==> src/design/keyframe_camera_interpolator_core_macros.svh <==
// assertion macros used by the keyframe camera interpolator datapath
`ifndef KEYFRAME_CAMERA_INTERPOLATOR_CORE_MACROS_SVH
`define KEYFRAME_CAMERA_INTERPOLATOR_CORE_MACROS_SVH

// condition implies consequence in the same cycle
`define KFCI_ASSERT_NOW(label, clk, rst_n, ante, cons) \
    label: assert property (@(posedge clk) disable iff (!rst_n) (ante) |-> (cons)) \
        else $error("keyframe camera interpolator check failed");

// condition implies consequence in the next cycle
`define KFCI_ASSERT_NEXT(label, clk, rst_n, ante, cons) \
    label: assert property (@(posedge clk) disable iff (!rst_n) (ante) |=> (cons)) \
        else $error("keyframe camera interpolator check failed");

`endif

==> src/design/kfci_pkg.sv <==
// shared types, constants and helpers of the keyframe camera interpolator
`timescale 1ns / 1ps

package kfci_pkg;

    localparam int MAX_KEYS       = 256;
    localparam int EASE_STEPS     = 64;
    localparam int TAB_LEN        = EASE_STEPS + 1;
    localparam int NVALS          = 8;
    localparam int NCHAN          = 6;
    localparam int TAB_KEY_STRIDE = NCHAN * TAB_LEN;
    localparam int TAB_DEPTH      = MAX_KEYS * TAB_KEY_STRIDE;
    localparam int VAL_DEPTH      = MAX_KEYS * NVALS;

    // item function codes
    localparam logic [1:0] FUNC_KEY = 2'd0;
    localparam logic [1:0] FUNC_TAB = 2'd1;
    localparam logic [1:0] FUNC_ADV = 2'd2;
    localparam logic [1:0] FUNC_REW = 2'd3;

    // key field codes
    localparam logic [3:0] FSEL_TIME  = 4'd0;
    localparam logic [3:0] FSEL_POSX  = 4'd1;
    localparam logic [3:0] FSEL_FOV   = 4'd8;
    localparam logic [3:0] FSEL_FLAGS = 4'd9;

    // datapath commands
    localparam logic [4:0] OP_NOP      = 5'd0;
    localparam logic [4:0] OP_LOAD     = 5'd1;
    localparam logic [4:0] OP_RD_LAST  = 5'd2;
    localparam logic [4:0] OP_GOT_LAST = 5'd3;
    localparam logic [4:0] OP_GOT_LK   = 5'd4;
    localparam logic [4:0] OP_SCAN_RD  = 5'd5;
    localparam logic [4:0] OP_SCAN_CMP = 5'd6;
    localparam logic [4:0] OP_RD_T1    = 5'd7;
    localparam logic [4:0] OP_RD_T2    = 5'd8;
    localparam logic [4:0] OP_DECIDE   = 5'd9;
    localparam logic [4:0] OP_DIV      = 5'd10;
    localparam logic [4:0] OP_E_RD0    = 5'd11;
    localparam logic [4:0] OP_E_RD1    = 5'd12;
    localparam logic [4:0] OP_E_MUL    = 5'd13;
    localparam logic [4:0] OP_E_WW     = 5'd14;
    localparam logic [4:0] OP_E_BLEND  = 5'd15;
    localparam logic [4:0] OP_E_SUM    = 5'd16;
    localparam logic [4:0] OP_OUT      = 5'd17;

    typedef struct packed {
        logic [1:0]         func;
        logic [7:0]         key_index;
        logic [3:0]         field_select;
        logic [6:0]         table_index;
        logic signed [31:0] write_value;
        logic [15:0]        delta_frame;
    } t_in;

    typedef struct packed {
        logic signed [31:0] pos_x;
        logic signed [31:0] pos_y;
        logic signed [31:0] pos_z;
        logic signed [31:0] angle_x;
        logic signed [31:0] angle_y;
        logic signed [31:0] angle_z;
        logic signed [31:0] distance;
        logic signed [31:0] field_of_view;
        logic               finished;
    } t_out;

    typedef struct packed {
        logic [4:0] op;
    } t_cmd;

    typedef struct packed {
        logic scan_done;
        logic need_div;
        logic div_done;
        logic val_last;
        logic out_blocked;
    } t_sts;

    // easing channel used by each camera value
    function automatic logic [2:0] chan_of_value(input logic [2:0] j);
        logic [2:0] c;
        unique case (j)
            3'd0: c = 3'd0;
            3'd1: c = 3'd1;
            3'd2: c = 3'd2;
            3'd3, 3'd4, 3'd5: c = 3'd3;
            3'd6: c = 3'd4;
            3'd7: c = 3'd5;
            default: c = 3'd0;
        endcase
        return c;
    endfunction

endpackage

==> src/design/kfci_ctrl.sv <==
// controller state machine of the keyframe camera interpolator
`timescale 1ns / 1ps

module kfci_ctrl (
    input  logic            i_clk,
    input  logic            i_rst_n,
    input  logic            i_in_valid,
    input  logic [1:0]      i_func,
    input  kfci_pkg::t_sts  i_sts,
    output kfci_pkg::t_cmd  o_cmd,
    output logic            o_in_stall
);

    localparam logic [4:0] S_IDLE     = 5'd0;
    localparam logic [4:0] S_RD_LAST  = 5'd1;
    localparam logic [4:0] S_GOT_LAST = 5'd2;
    localparam logic [4:0] S_GOT_LK   = 5'd3;
    localparam logic [4:0] S_SCAN_RD  = 5'd4;
    localparam logic [4:0] S_SCAN_CMP = 5'd5;
    localparam logic [4:0] S_RD_T1    = 5'd6;
    localparam logic [4:0] S_RD_T2    = 5'd7;
    localparam logic [4:0] S_DECIDE   = 5'd8;
    localparam logic [4:0] S_DIV      = 5'd9;
    localparam logic [4:0] S_E_RD0    = 5'd10;
    localparam logic [4:0] S_E_RD1    = 5'd11;
    localparam logic [4:0] S_E_MUL    = 5'd12;
    localparam logic [4:0] S_E_WW     = 5'd13;
    localparam logic [4:0] S_E_BLEND  = 5'd14;
    localparam logic [4:0] S_E_SUM    = 5'd15;
    localparam logic [4:0] S_DONE     = 5'd16;

    logic [4:0] r_state;
    logic [4:0] n_state;

    assign o_in_stall = (r_state != S_IDLE);

    // next state and command
    always_comb begin
        n_state  = r_state;
        o_cmd.op = kfci_pkg::OP_NOP;
        unique case (r_state)
            S_IDLE: begin
                if (i_in_valid) begin
                    o_cmd.op = kfci_pkg::OP_LOAD;
                    if (i_func == kfci_pkg::FUNC_ADV) n_state = S_RD_LAST;
                end
            end
            S_RD_LAST: begin
                o_cmd.op = kfci_pkg::OP_RD_LAST;
                n_state  = S_GOT_LAST;
            end
            S_GOT_LAST: begin
                o_cmd.op = kfci_pkg::OP_GOT_LAST;
                n_state  = S_GOT_LK;
            end
            S_GOT_LK: begin
                o_cmd.op = kfci_pkg::OP_GOT_LK;
                n_state  = S_SCAN_RD;
            end
            S_SCAN_RD: begin
                o_cmd.op = kfci_pkg::OP_SCAN_RD;
                n_state  = S_SCAN_CMP;
            end
            S_SCAN_CMP: begin
                o_cmd.op = kfci_pkg::OP_SCAN_CMP;
                n_state  = i_sts.scan_done ? S_RD_T1 : S_SCAN_RD;
            end
            S_RD_T1: begin
                o_cmd.op = kfci_pkg::OP_RD_T1;
                n_state  = S_RD_T2;
            end
            S_RD_T2: begin
                o_cmd.op = kfci_pkg::OP_RD_T2;
                n_state  = S_DECIDE;
            end
            S_DECIDE: begin
                o_cmd.op = kfci_pkg::OP_DECIDE;
                n_state  = i_sts.need_div ? S_DIV : S_E_RD0;
            end
            S_DIV: begin
                o_cmd.op = kfci_pkg::OP_DIV;
                if (i_sts.div_done) n_state = S_E_RD0;
            end
            S_E_RD0: begin
                o_cmd.op = kfci_pkg::OP_E_RD0;
                n_state  = S_E_RD1;
            end
            S_E_RD1: begin
                o_cmd.op = kfci_pkg::OP_E_RD1;
                n_state  = S_E_MUL;
            end
            S_E_MUL: begin
                o_cmd.op = kfci_pkg::OP_E_MUL;
                n_state  = S_E_WW;
            end
            S_E_WW: begin
                o_cmd.op = kfci_pkg::OP_E_WW;
                n_state  = S_E_BLEND;
            end
            S_E_BLEND: begin
                o_cmd.op = kfci_pkg::OP_E_BLEND;
                n_state  = S_E_SUM;
            end
            S_E_SUM: begin
                o_cmd.op = kfci_pkg::OP_E_SUM;
                n_state  = i_sts.val_last ? S_DONE : S_E_RD0;
            end
            S_DONE: begin
                if (!i_sts.out_blocked) begin
                    o_cmd.op = kfci_pkg::OP_OUT;
                    n_state  = S_IDLE;
                end
            end
            default: n_state = S_IDLE;
        endcase
    end

    // state register
    always_ff @(posedge i_clk) begin
        if (!i_rst_n) begin
            r_state <= S_IDLE;
        end else begin
            r_state <= n_state;
        end
    end

endmodule

==> config.mk <==
export PLATFORM = sky130hd
export DESIGN_NAME = kfci_ctrl
export DESIGN_NICKNAME = d
export VERILOG_FILES = /design/src/design/keyframe_camera_interpolator_core_macros.svh /design/src/design/kfci_pkg.sv /design/src/design/kfci_ctrl.sv
export SDC_FILE = /design/constraint.sdc
export NUM_CORES = 1
export LEC_CHECK = 0
export BUFFER_PORTS_ARGS = -buffer_cell sky130_fd_sc_hd__buf_2
export CORE_AREA = 2 2 39 41
export CTS_BUF_LIST = sky130_fd_sc_hd__clkbuf_4 sky130_fd_sc_hd__clkbuf_8
export DETAILED_ROUTE_END_ITERATION = 6
export DIE_AREA = 0 0 41 43
export HOLD_SLACK_MARGIN = 0.1
export PLACE_DENSITY = 0.64
export SLEW_MARGIN = 30
export SYNTH_ARGS = -nofsm -noshare
export SYNTH_HDL_FRONTEND = slang
export SYNTH_SLANG_ARGS = --single-unit
==> constraint.sdc <==
create_clock -name i_clk -period 1.3 [get_ports i_clk]
set_input_delay 0.26 -clock i_clk [delete_from_list [all_inputs] [get_ports i_clk]]
set_output_delay 0.26 -clock i_clk [all_outputs]
set_load 0.01 [all_outputs]
======== Word-level counts from Yosys, hierarchy flattened ========
Index checks and enable logic that the tools add are counted.
word-level totals
  output and inout bits ................... 6
  logic and storage cells ................. 36
  input bits .............................. 10
  register bits after elaboration ......... 5
cells by class
  reduce and logical (&&, ||, !) cells .... 3
  eq/ne operators ......................... 21
  multiplexer cells ....................... 11
operators with widths
  cell                                                                   number
  5-bit case mux with 17 select lines                                    2
  5-bit by 4-bit equality test with 1-bit output, second input constant  8
  5-bit two-way mux                                                      6
  5-bit by 3-bit equality test with 1-bit output, second input constant  4
  5-bit by 2-bit equality test with 1-bit output, second input constant  2
  2-bit != test, second input constant                                   4
  5-bit by 1-bit equality test with 1-bit output, second input constant  1
  5-bit equality test, second input constant                             1
  5-bit zero test                                                        1
  5-bit nonzero test                                                     1
  2-bit two-way mux                                                      2
  4-bit AND reduction                                                    1
  2-bit equality test, second input constant                             1
  1-bit two-way mux                                                      1

======== Depth between registers and ports, before layout ========
Gate-level depths: netlist (run 1).
  depth in word-level cells ............... 4
  depth in mapped cells ................... 5
  gate-level depth less buffers ........... 4

======== Least setup slack after synthesis (run 1) ========
No wires, ideal clock.
  path type ............................... flip-flop to output port
  start point ............................. register r_state[1]
  end point ............................... output o_cmd[4] in the netlist's numbering
  setup slack ............................. -0.186 ns
  data required time ...................... 1.040 ns
  cell stages (with the launch flop) ...... 4
  data arrival time ....................... 1.226 ns
  buffers on the path ..................... 1
  cell sequence ........................... dfxtp_1 buf_6 or3_4 o32ai_1
RTL lines
  item                    line              text
  from (decl)             kfci_ctrl.sv:32   logic [4:0] r_state;
  from (signal assigned)  kfci_ctrl.sv:123  r_state <= n_state;
  to (decl)               kfci_ctrl.sv:10   output kfci_pkg::t_cmd o_cmd,

======== Worst setup path after layout (run 1) ========
  start point ............................. register r_state[3]
  end point ............................... output o_in_stall
between the ends
  cells in the longest elaborated chain, start to end .. 1
ends and longest elaborated chain
  item                line             text
  5-bit nonzero test  kfci_ctrl.sv:35  assign o_in_stall = (r_state != S_IDLE);
  to (decl)           kfci_ctrl.sv:11  output logic o_in_stall
Every way passes these cells.

==> key figures, run 1 <==
Clock network
  • Total clock sinks: 5
  • Clk root buf: clkbuf_4
  • CTS tree: done
  • Post-CTS Hold Buffers: 0
  • Deepest clock path buffer count: 2
  • Worst-path clk slew: roughly 0.05 ns
  • CTS buffer count: 3
  • Htree depth: 1
  • Clock Latency Late Sink: between 0.2 and 0.3 ns

Floorplan
  • Die X: around 41 µm
  • Starting Density: 0.296
  • Rows: 14
  • # IOs: 16
  • Die area: 1760 µm²
  • DIE HEIGHT: 43 µm
  • Core area: 1380 µm²

Yosys
  • Distinct cells, synth: 30
  • Synth Area per Inst: about 7.6 µm²
  • EDFF count, synth: 0
  • Yosys reg bits: 5
  • Post-synth ARST share: 0
  • Synth warn: 0
  • Mapped Cells: 54
  • Syn Nets: 64
  • Ys flop type: dfxtp_1
  • Sequential-to-total area share from yosys stat: 0.245
  • Mapped Area: between 400 and 500 µm²

Placement
  • PortBufs: 15
  • Placed Area: 558 µm²
  • GP Congestion: approximately 0.75
  • DP Wirelength: about 830 µm

Worst setup path
  • CP peak stage delay: about 0.4 ns
  • Crit end category: output port
  • Setup crit start kind: flop
  • Worst reg2reg path depth: 5
  • Worst-path fanout max: 5
  • Worst R2R End: r_state[1]$_SDFFE_PN0P_
  • Crit-path most repeated cell: or3_4
  • RR Startpoint: r_state[3]$_SDFFE_PN0P_
  • Data required time at the worst endpoint: 1.04 ns
  • Slowest CP cell: or3_4
  • Worst Path Arrival: about 1.4 ns
  • Flop-to-flop setup slack: 0.01 ns
  • Worst path cell trace: or3_4 > or3_4 > buf_6
  • CP Class: flop to output port

Finish
  • Filler cells: between 100 and 150
  • Syn-to-layout area delta: 63.9%
  • Storage cell area: between 100 and 150 µm²
  • ANT cells: 0
  • Top flop regs: r_state (5)
  • Share of cells above drive strength 1: 0.598
  • Multi-input gate area: between 300 and 400 µm²
  • Max reg flops: 5
  • Post-route cell area: 671 µm²
  • Total Nets Final: 93
  • Most flops, register: r_state

Power
  • Sw power: roughly 100 µW
  • Tot Pwr: between 300 and 400 µW
  • Static leakage: just under 0.0003 µW
  • P per Cell Area: between 500 and 600 nW/µm²
  • P_int: ~300 µW
  • Combinational share of power: 0.136
  • Sequential power share: 0.402
  • Sw Share: 0.249
  • Clock Power Share: 0.462
  • IR drop worst, VDD: ~310 µV

Timing
  • Hold Fails Final Rpt: 0
  • Final setup viols: 6
  • Setup ws final: -0.393 ns
  • Minimum clock period: around 1.7 ns
  • FMAX: roughly 590 MHz
  • Final Skew: 0.00708 ns
  • Final period util: 1.30
  • Unrepaired setup endpoints after global routing: true
  • Transition time of the tightest slew-check pin: ~0.28 ns
  • Relative slew slack: 0.815
  • Max Slew Vio Count: 0
  • Worst Hold Margin: about 0.29 ns

Run
  • Max-cap viol count: 0

Routing
  • Initial detailed-routing violation count: 4
  • DRC: 0
  • First drt pass iteration count: 4
  • Routed wire length: 1220 µm
  • ANT nets after route: 0
  • DR vias: a little under 500
  • Routed wire length per instance: between 10 and 15 µm
  • Via density: 5.00

Global routing
  • Initial antenna violation count: 0
  • Vias in the first global route: 440
  • Largest net degree at the start of global routing: 9
  • Grt ovf: 0
  • All-Layer GR Usage: 0.152
  • First-pass GRT wire length: ~1800 µm

Min path
  • Hold Path Origin: i_rst_n
  • Worst hold endpoint: r_state[1]$_SDFFE_PN0P_
  • Hold path cells: 3
  • Hold Path Class: input pin to flop

Outcome
  • Failing checks: setup timing
  • Status: finished with violations
[stage by stage]
step / std cells / utilization / setup slack (ns) / setup TNS, ns
2_1_floorplan: 54 / - / -0.126 / -0.352
3_3_place_gp: 90 / 0.403 / -0.111 / -0.235
3_5_place_dp: 90 / 0.403 / -0.125 / -0.297
4_1_cts: 96 / 0.458 / -0.393 / -1.45
5_1_grt: 98 / 0.485 / -0.440 / -1.85
6_report: 98 / 0.485 / -0.393 / -1.45
[per-layer routing]
layer | part of all wire | wire length, µm | global-route usage | vias to the layer above
met2 | 0.53 | 645 | 0.228 | 16
met3 | 0.064 | 78 | 0.0471 | 4
met1 | 0.38 | 467 | 0.175 | 223
li1 | - | - | - | 247
met4 | 0.021 | 25 | 0.100 | 0
met5 | 0 | 0 | 0 | -
[cells in the mapped netlist (2+ instances only)]
cell type  n  area share
dfxtp_1    5        0.24
nand3b_1   2       0.037
nand2_1    3       0.028
nand2b_1   4       0.061
a21oi_1    3       0.037
a32oi_1    2       0.043
o21ai_1    2       0.024
nor2_1     8       0.073
o21ai_0    2       0.024
buf_2      2       0.024
inv_1      2       0.018
[critical path: cells and delay by family, from the launching register on]
kind	cells	cell delay, ns
buffers and inverters	1	0.12
DFF	1	0.32
and+or+nand+nor	2	0.75
[what timing repair did]
action / 4_1_cts / 5_1_grt
endpoints found under the hold margin: 0 / 0
gates resized for setup: 9 / 5
setup endpoints to repair: 7 / 8
setup buffers: 1 / 2
gates cloned: 1 / 0
pin swaps: 2 / 5
[worst max-delay path by stage]
stage | start | to | slack, ns | cells after the start
final | r_state[3]$_SDFFE_PN0P_ | o_in_stall | -0.39 | 3
after global routing | r_state[3]$_SDFFE_PN0P_ | o_in_stall | -0.44 | 3
after CTS | r_state[2]$_SDFFE_PN0P_ | o_in_stall | -0.39 | 3
after detailed placement | r_state[1]$_SDFFE_PN0P_ | o_in_stall | -0.13 | 3
after global placement | r_state[1]$_SDFFE_PN0P_ | o_in_stall | -0.11 | 3
after floorplan | r_state[1]$_SDFFE_PN0P_ | o_in_stall | -0.13 | 3
[logic make-up after synthesis]
group | Yosys count | synth area share
flops | 5 | 0.245
simple gates | 25 | 0.358
compound gates | 15 | 0.257
buf+inv | 7 | 0.0979
xor+xnor | 2 | 0.0428
[placed cells by master (no fill, tap or decap), types with 3 or more instances in the layout]
| master | Yosys | layout |
|---|---|---|
| buf_2 | 2 | 15 |
| nand2b_1 | 4 | 3 |
| nor2_1 | 8 | 7 |
| buf_4 | 1 | 10 |
| clkbuf_4 | 0 | 3 |
| buf_6 | 1 | 3 |
| dfxtp_2 | 0 | 4 |
[power by group through the flow]
stage	combinational, µW	clock, µW	sequential, µW
after global routing	59.3	200	159
final	53.8	182	159
after global placement	47.9	0	160
after floorplan	25.6	0	159
after detailed placement	48.4	0	160
after CTS	52.3	187	158
[cell type report]
type                            instances  area share
Clock buffer                            3      0.0336
Timing Repair Buffer                   28       0.274
Clock inverter                          1     0.00746
Sequential cell                         5       0.157
Inverter                                3      0.0168
Tap cell                               16      0.0299
Multi-Input combinational cell         42       0.481
(Power assumes the default switching activity.)
==> run 2: changes to the inputs <==
--- a/config.mk
+++ b/config.mk
@@ -12,6 +12,7 @@
 export DIE_AREA = 0 0 41 43
 export HOLD_SLACK_MARGIN = 0.1
 export PLACE_DENSITY = 0.64
+export SETUP_SLACK_MARGIN = 0.02
 export SLEW_MARGIN = 30
 export SYNTH_ARGS = -nofsm -noshare
 export SYNTH_HDL_FRONTEND = slang
==> run 2 against run 1 <==
  * The run still ends with setup timing left
  * Flip-flop and latch count is the same
  * Combinational power grew 3%
  * Worst hold slack gained 0.0013 ns
  * Clock-buffer cell count is the same
  * Sequential power is essentially flat
  * Critical path type unchanged
  * Critical endpoint unchanged
==> key figures, run 2 (synthesized netlist as in run 1, its figures left out) <==
Outcome
  • Status: finished with violations
  • Failing checks: setup timing

Worst setup path
  • Data required time at the worst endpoint: 1.04 ns
  • CP Launch Point: r_state[3]$_SDFFE_PN0P_
  • Worst Path Arrival: ~1.4 ns
  • Setup crit start kind: flop
  • Worst-path fanout max: 5
  • Flop-to-flop setup slack: approximately 0.010 ns
  • Worst reg2reg path depth: 4
  • Worst R2R End: r_state[1]$_SDFFE_PN0P_
  • RR Startpoint: r_state[1]$_SDFFE_PN0P_
  • CP Class: flop to output port
  • Crit end category: output port

Timing
  • Final setup viols: 6
  • Transition time of the tightest slew-check pin: 0.276 ns
  • Unrepaired setup endpoints after global routing: true
  • Setup tns final: -1.39 ns
  • Minimum clock period: about 1.7 ns
  • Setup ws final: -0.395 ns
  • Hold Fails Final Rpt: 0
  • Worst Hold Margin: 0.288 ns
  • FMAX: 590 MHz
  • Final period util: 1.30
  • Relative slew slack: 0.816
  • Max Slew Vio Count: 0
  • Final Skew: 0.00714 ns

Finish
  • Syn-to-layout area delta: 66.7%
  • ANT cells: 0
  • Storage cell area: 108 µm²
  • Total Nets Final: 93
  • Top flop regs: r_state (5)
  • Max reg flops: 5
  • Commonest non-fill, non-tap cell in the layout: buf_2
  • Multi-input gate area: about 330 µm²
  • Filler cells: between 100 and 150
  • Commonest non-fill, non-tap cells in the layout: buf_2 (15), buf_4 (10), nor2_1 (7)
  • Finished Core Util: 0.493
  • Most flops, register: r_state
  • Post-route cell area: 682 µm²
  • Share of cells above drive strength 1: 0.622

Power
  • Tot Pwr: about 400 µW
  • Static leakage: 0.000297 µW
  • P per Cell Area: ~580 nW/µm²
  • IR drop worst, VDD: between 200 and 300 µV

Routing
  • Via density: 5.01
  • Routed wire length: 1240 µm
  • ANT nets after route: 0
  • Routed wire length per instance: 12.6 µm
  • DRC: 0
  • Initial detailed-routing violation count: 6
  • DR vias: 491
  • First drt pass iteration count: 4

Placement
  • GP Congestion: 0.749
  • DP Wirelength: 829 µm
  • PortBufs: 15
  • Placed Area: ~560 µm²

Clock network
  • Post-CTS Hold Buffers: 0
  • Worst-path clk slew: about 0.050 ns
  • Deepest clock path buffer count: 2
  • Clock Latency Late Sink: between 0.2 and 0.3 ns
  • CTS buffer count: 3
  • CTS tree: done
  • Clk root buf: clkbuf_4
  • Total clock sinks: 5
  • Htree depth: 1

Global routing
  • Grt ovf: 0
  • First-pass GRT wire length: between 1500 and 2000 µm
  • Largest net degree at the start of global routing: 9
  • Initial antenna violation count: 0
  • Vias in the first global route: roughly 440
  • All-Layer GR Usage: 0.155

Floorplan
  • Die area: 1760 µm²
  • DIE HEIGHT: between 40 and 50 µm
  • Die X: just over 40 µm
  • Rows: 14
  • Core area: about 1400 µm²
  • # IOs: 16
  • Starting Density: 0.296

Min path
  • Hold path cells: 3
  • Hold Path Origin: i_rst_n
  • Hold Path Class: input pin to flop
  • Worst hold endpoint: r_state[1]$_SDFFE_PN0P_

Run
  • Max-cap viol count: 0
-- run 2: cell counts in the layout (fill, tap and decap cells not counted) --
No cell type changed its count.
-- run 2: how the worst max path moves through the flow --
stage                  to  slack (ns)
2_1_floorplan  o_in_stall       -0.13
3_3_place_gp   o_in_stall       -0.11
3_5_place_dp   o_in_stall       -0.13
4_1_cts        o_in_stall       -0.39
5_1_grt        o_in_stall       -0.44
6_report       o_in_stall       -0.39
-- run 2: power by group --
group / internal (µW) / leakage, µW / switching, µW
sequential: 153 / 0.0000426 / 3.65
combinational: 29.8 / 0.000237 / 25.6
clock: 112 / 0.0000177 / 70.9
-- run 2: per-stage QoR --
step	instances	setup WS, ns
after floorplan	54	-0.126
after global placement	90	-0.111
after detailed placement	90	-0.125
after CTS	96	-0.393
after global routing	98	-0.439
final	98	-0.395
-- run 2: cell type report --
class | count | area share
multi-input cells | 42 | 0.483
clock buffers | 3 | 0.0330
well taps | 16 | 0.0294
inverters | 3 | 0.0202
clock inverters | 1 | 0.00734
flip-flops and latches | 5 | 0.158
repair buffers | 28 | 0.270
-- run 2: worst max-delay path, cell delays in order, from the launching register on --
cell	delay, ns
dfxtp_2	0.32
or3_4	0.41
or3_4	0.34
buf_6	0.12
-- run 2: layer usage --
metal | global-route usage | vias up | routed length (µm)
li1 | - | 249 | -
met5 | 0 | - | 0
met3 | 0.0471 | 4 | 61
met2 | 0.234 | 14 | 676
met4 | 0.100 | 0 | 20
met1 | 0.178 | 224 | 480
-- run 2: repair_timing --
item / 4_1_cts / 5_1_grt
pin swaps: 3 / 8
setup endpoints to repair: 7 / 8
hold endpoints to repair: 0 / 0
gates resized for setup: 10 / 10
cloned: 1 / 0
buffers inserted: 1 / 3
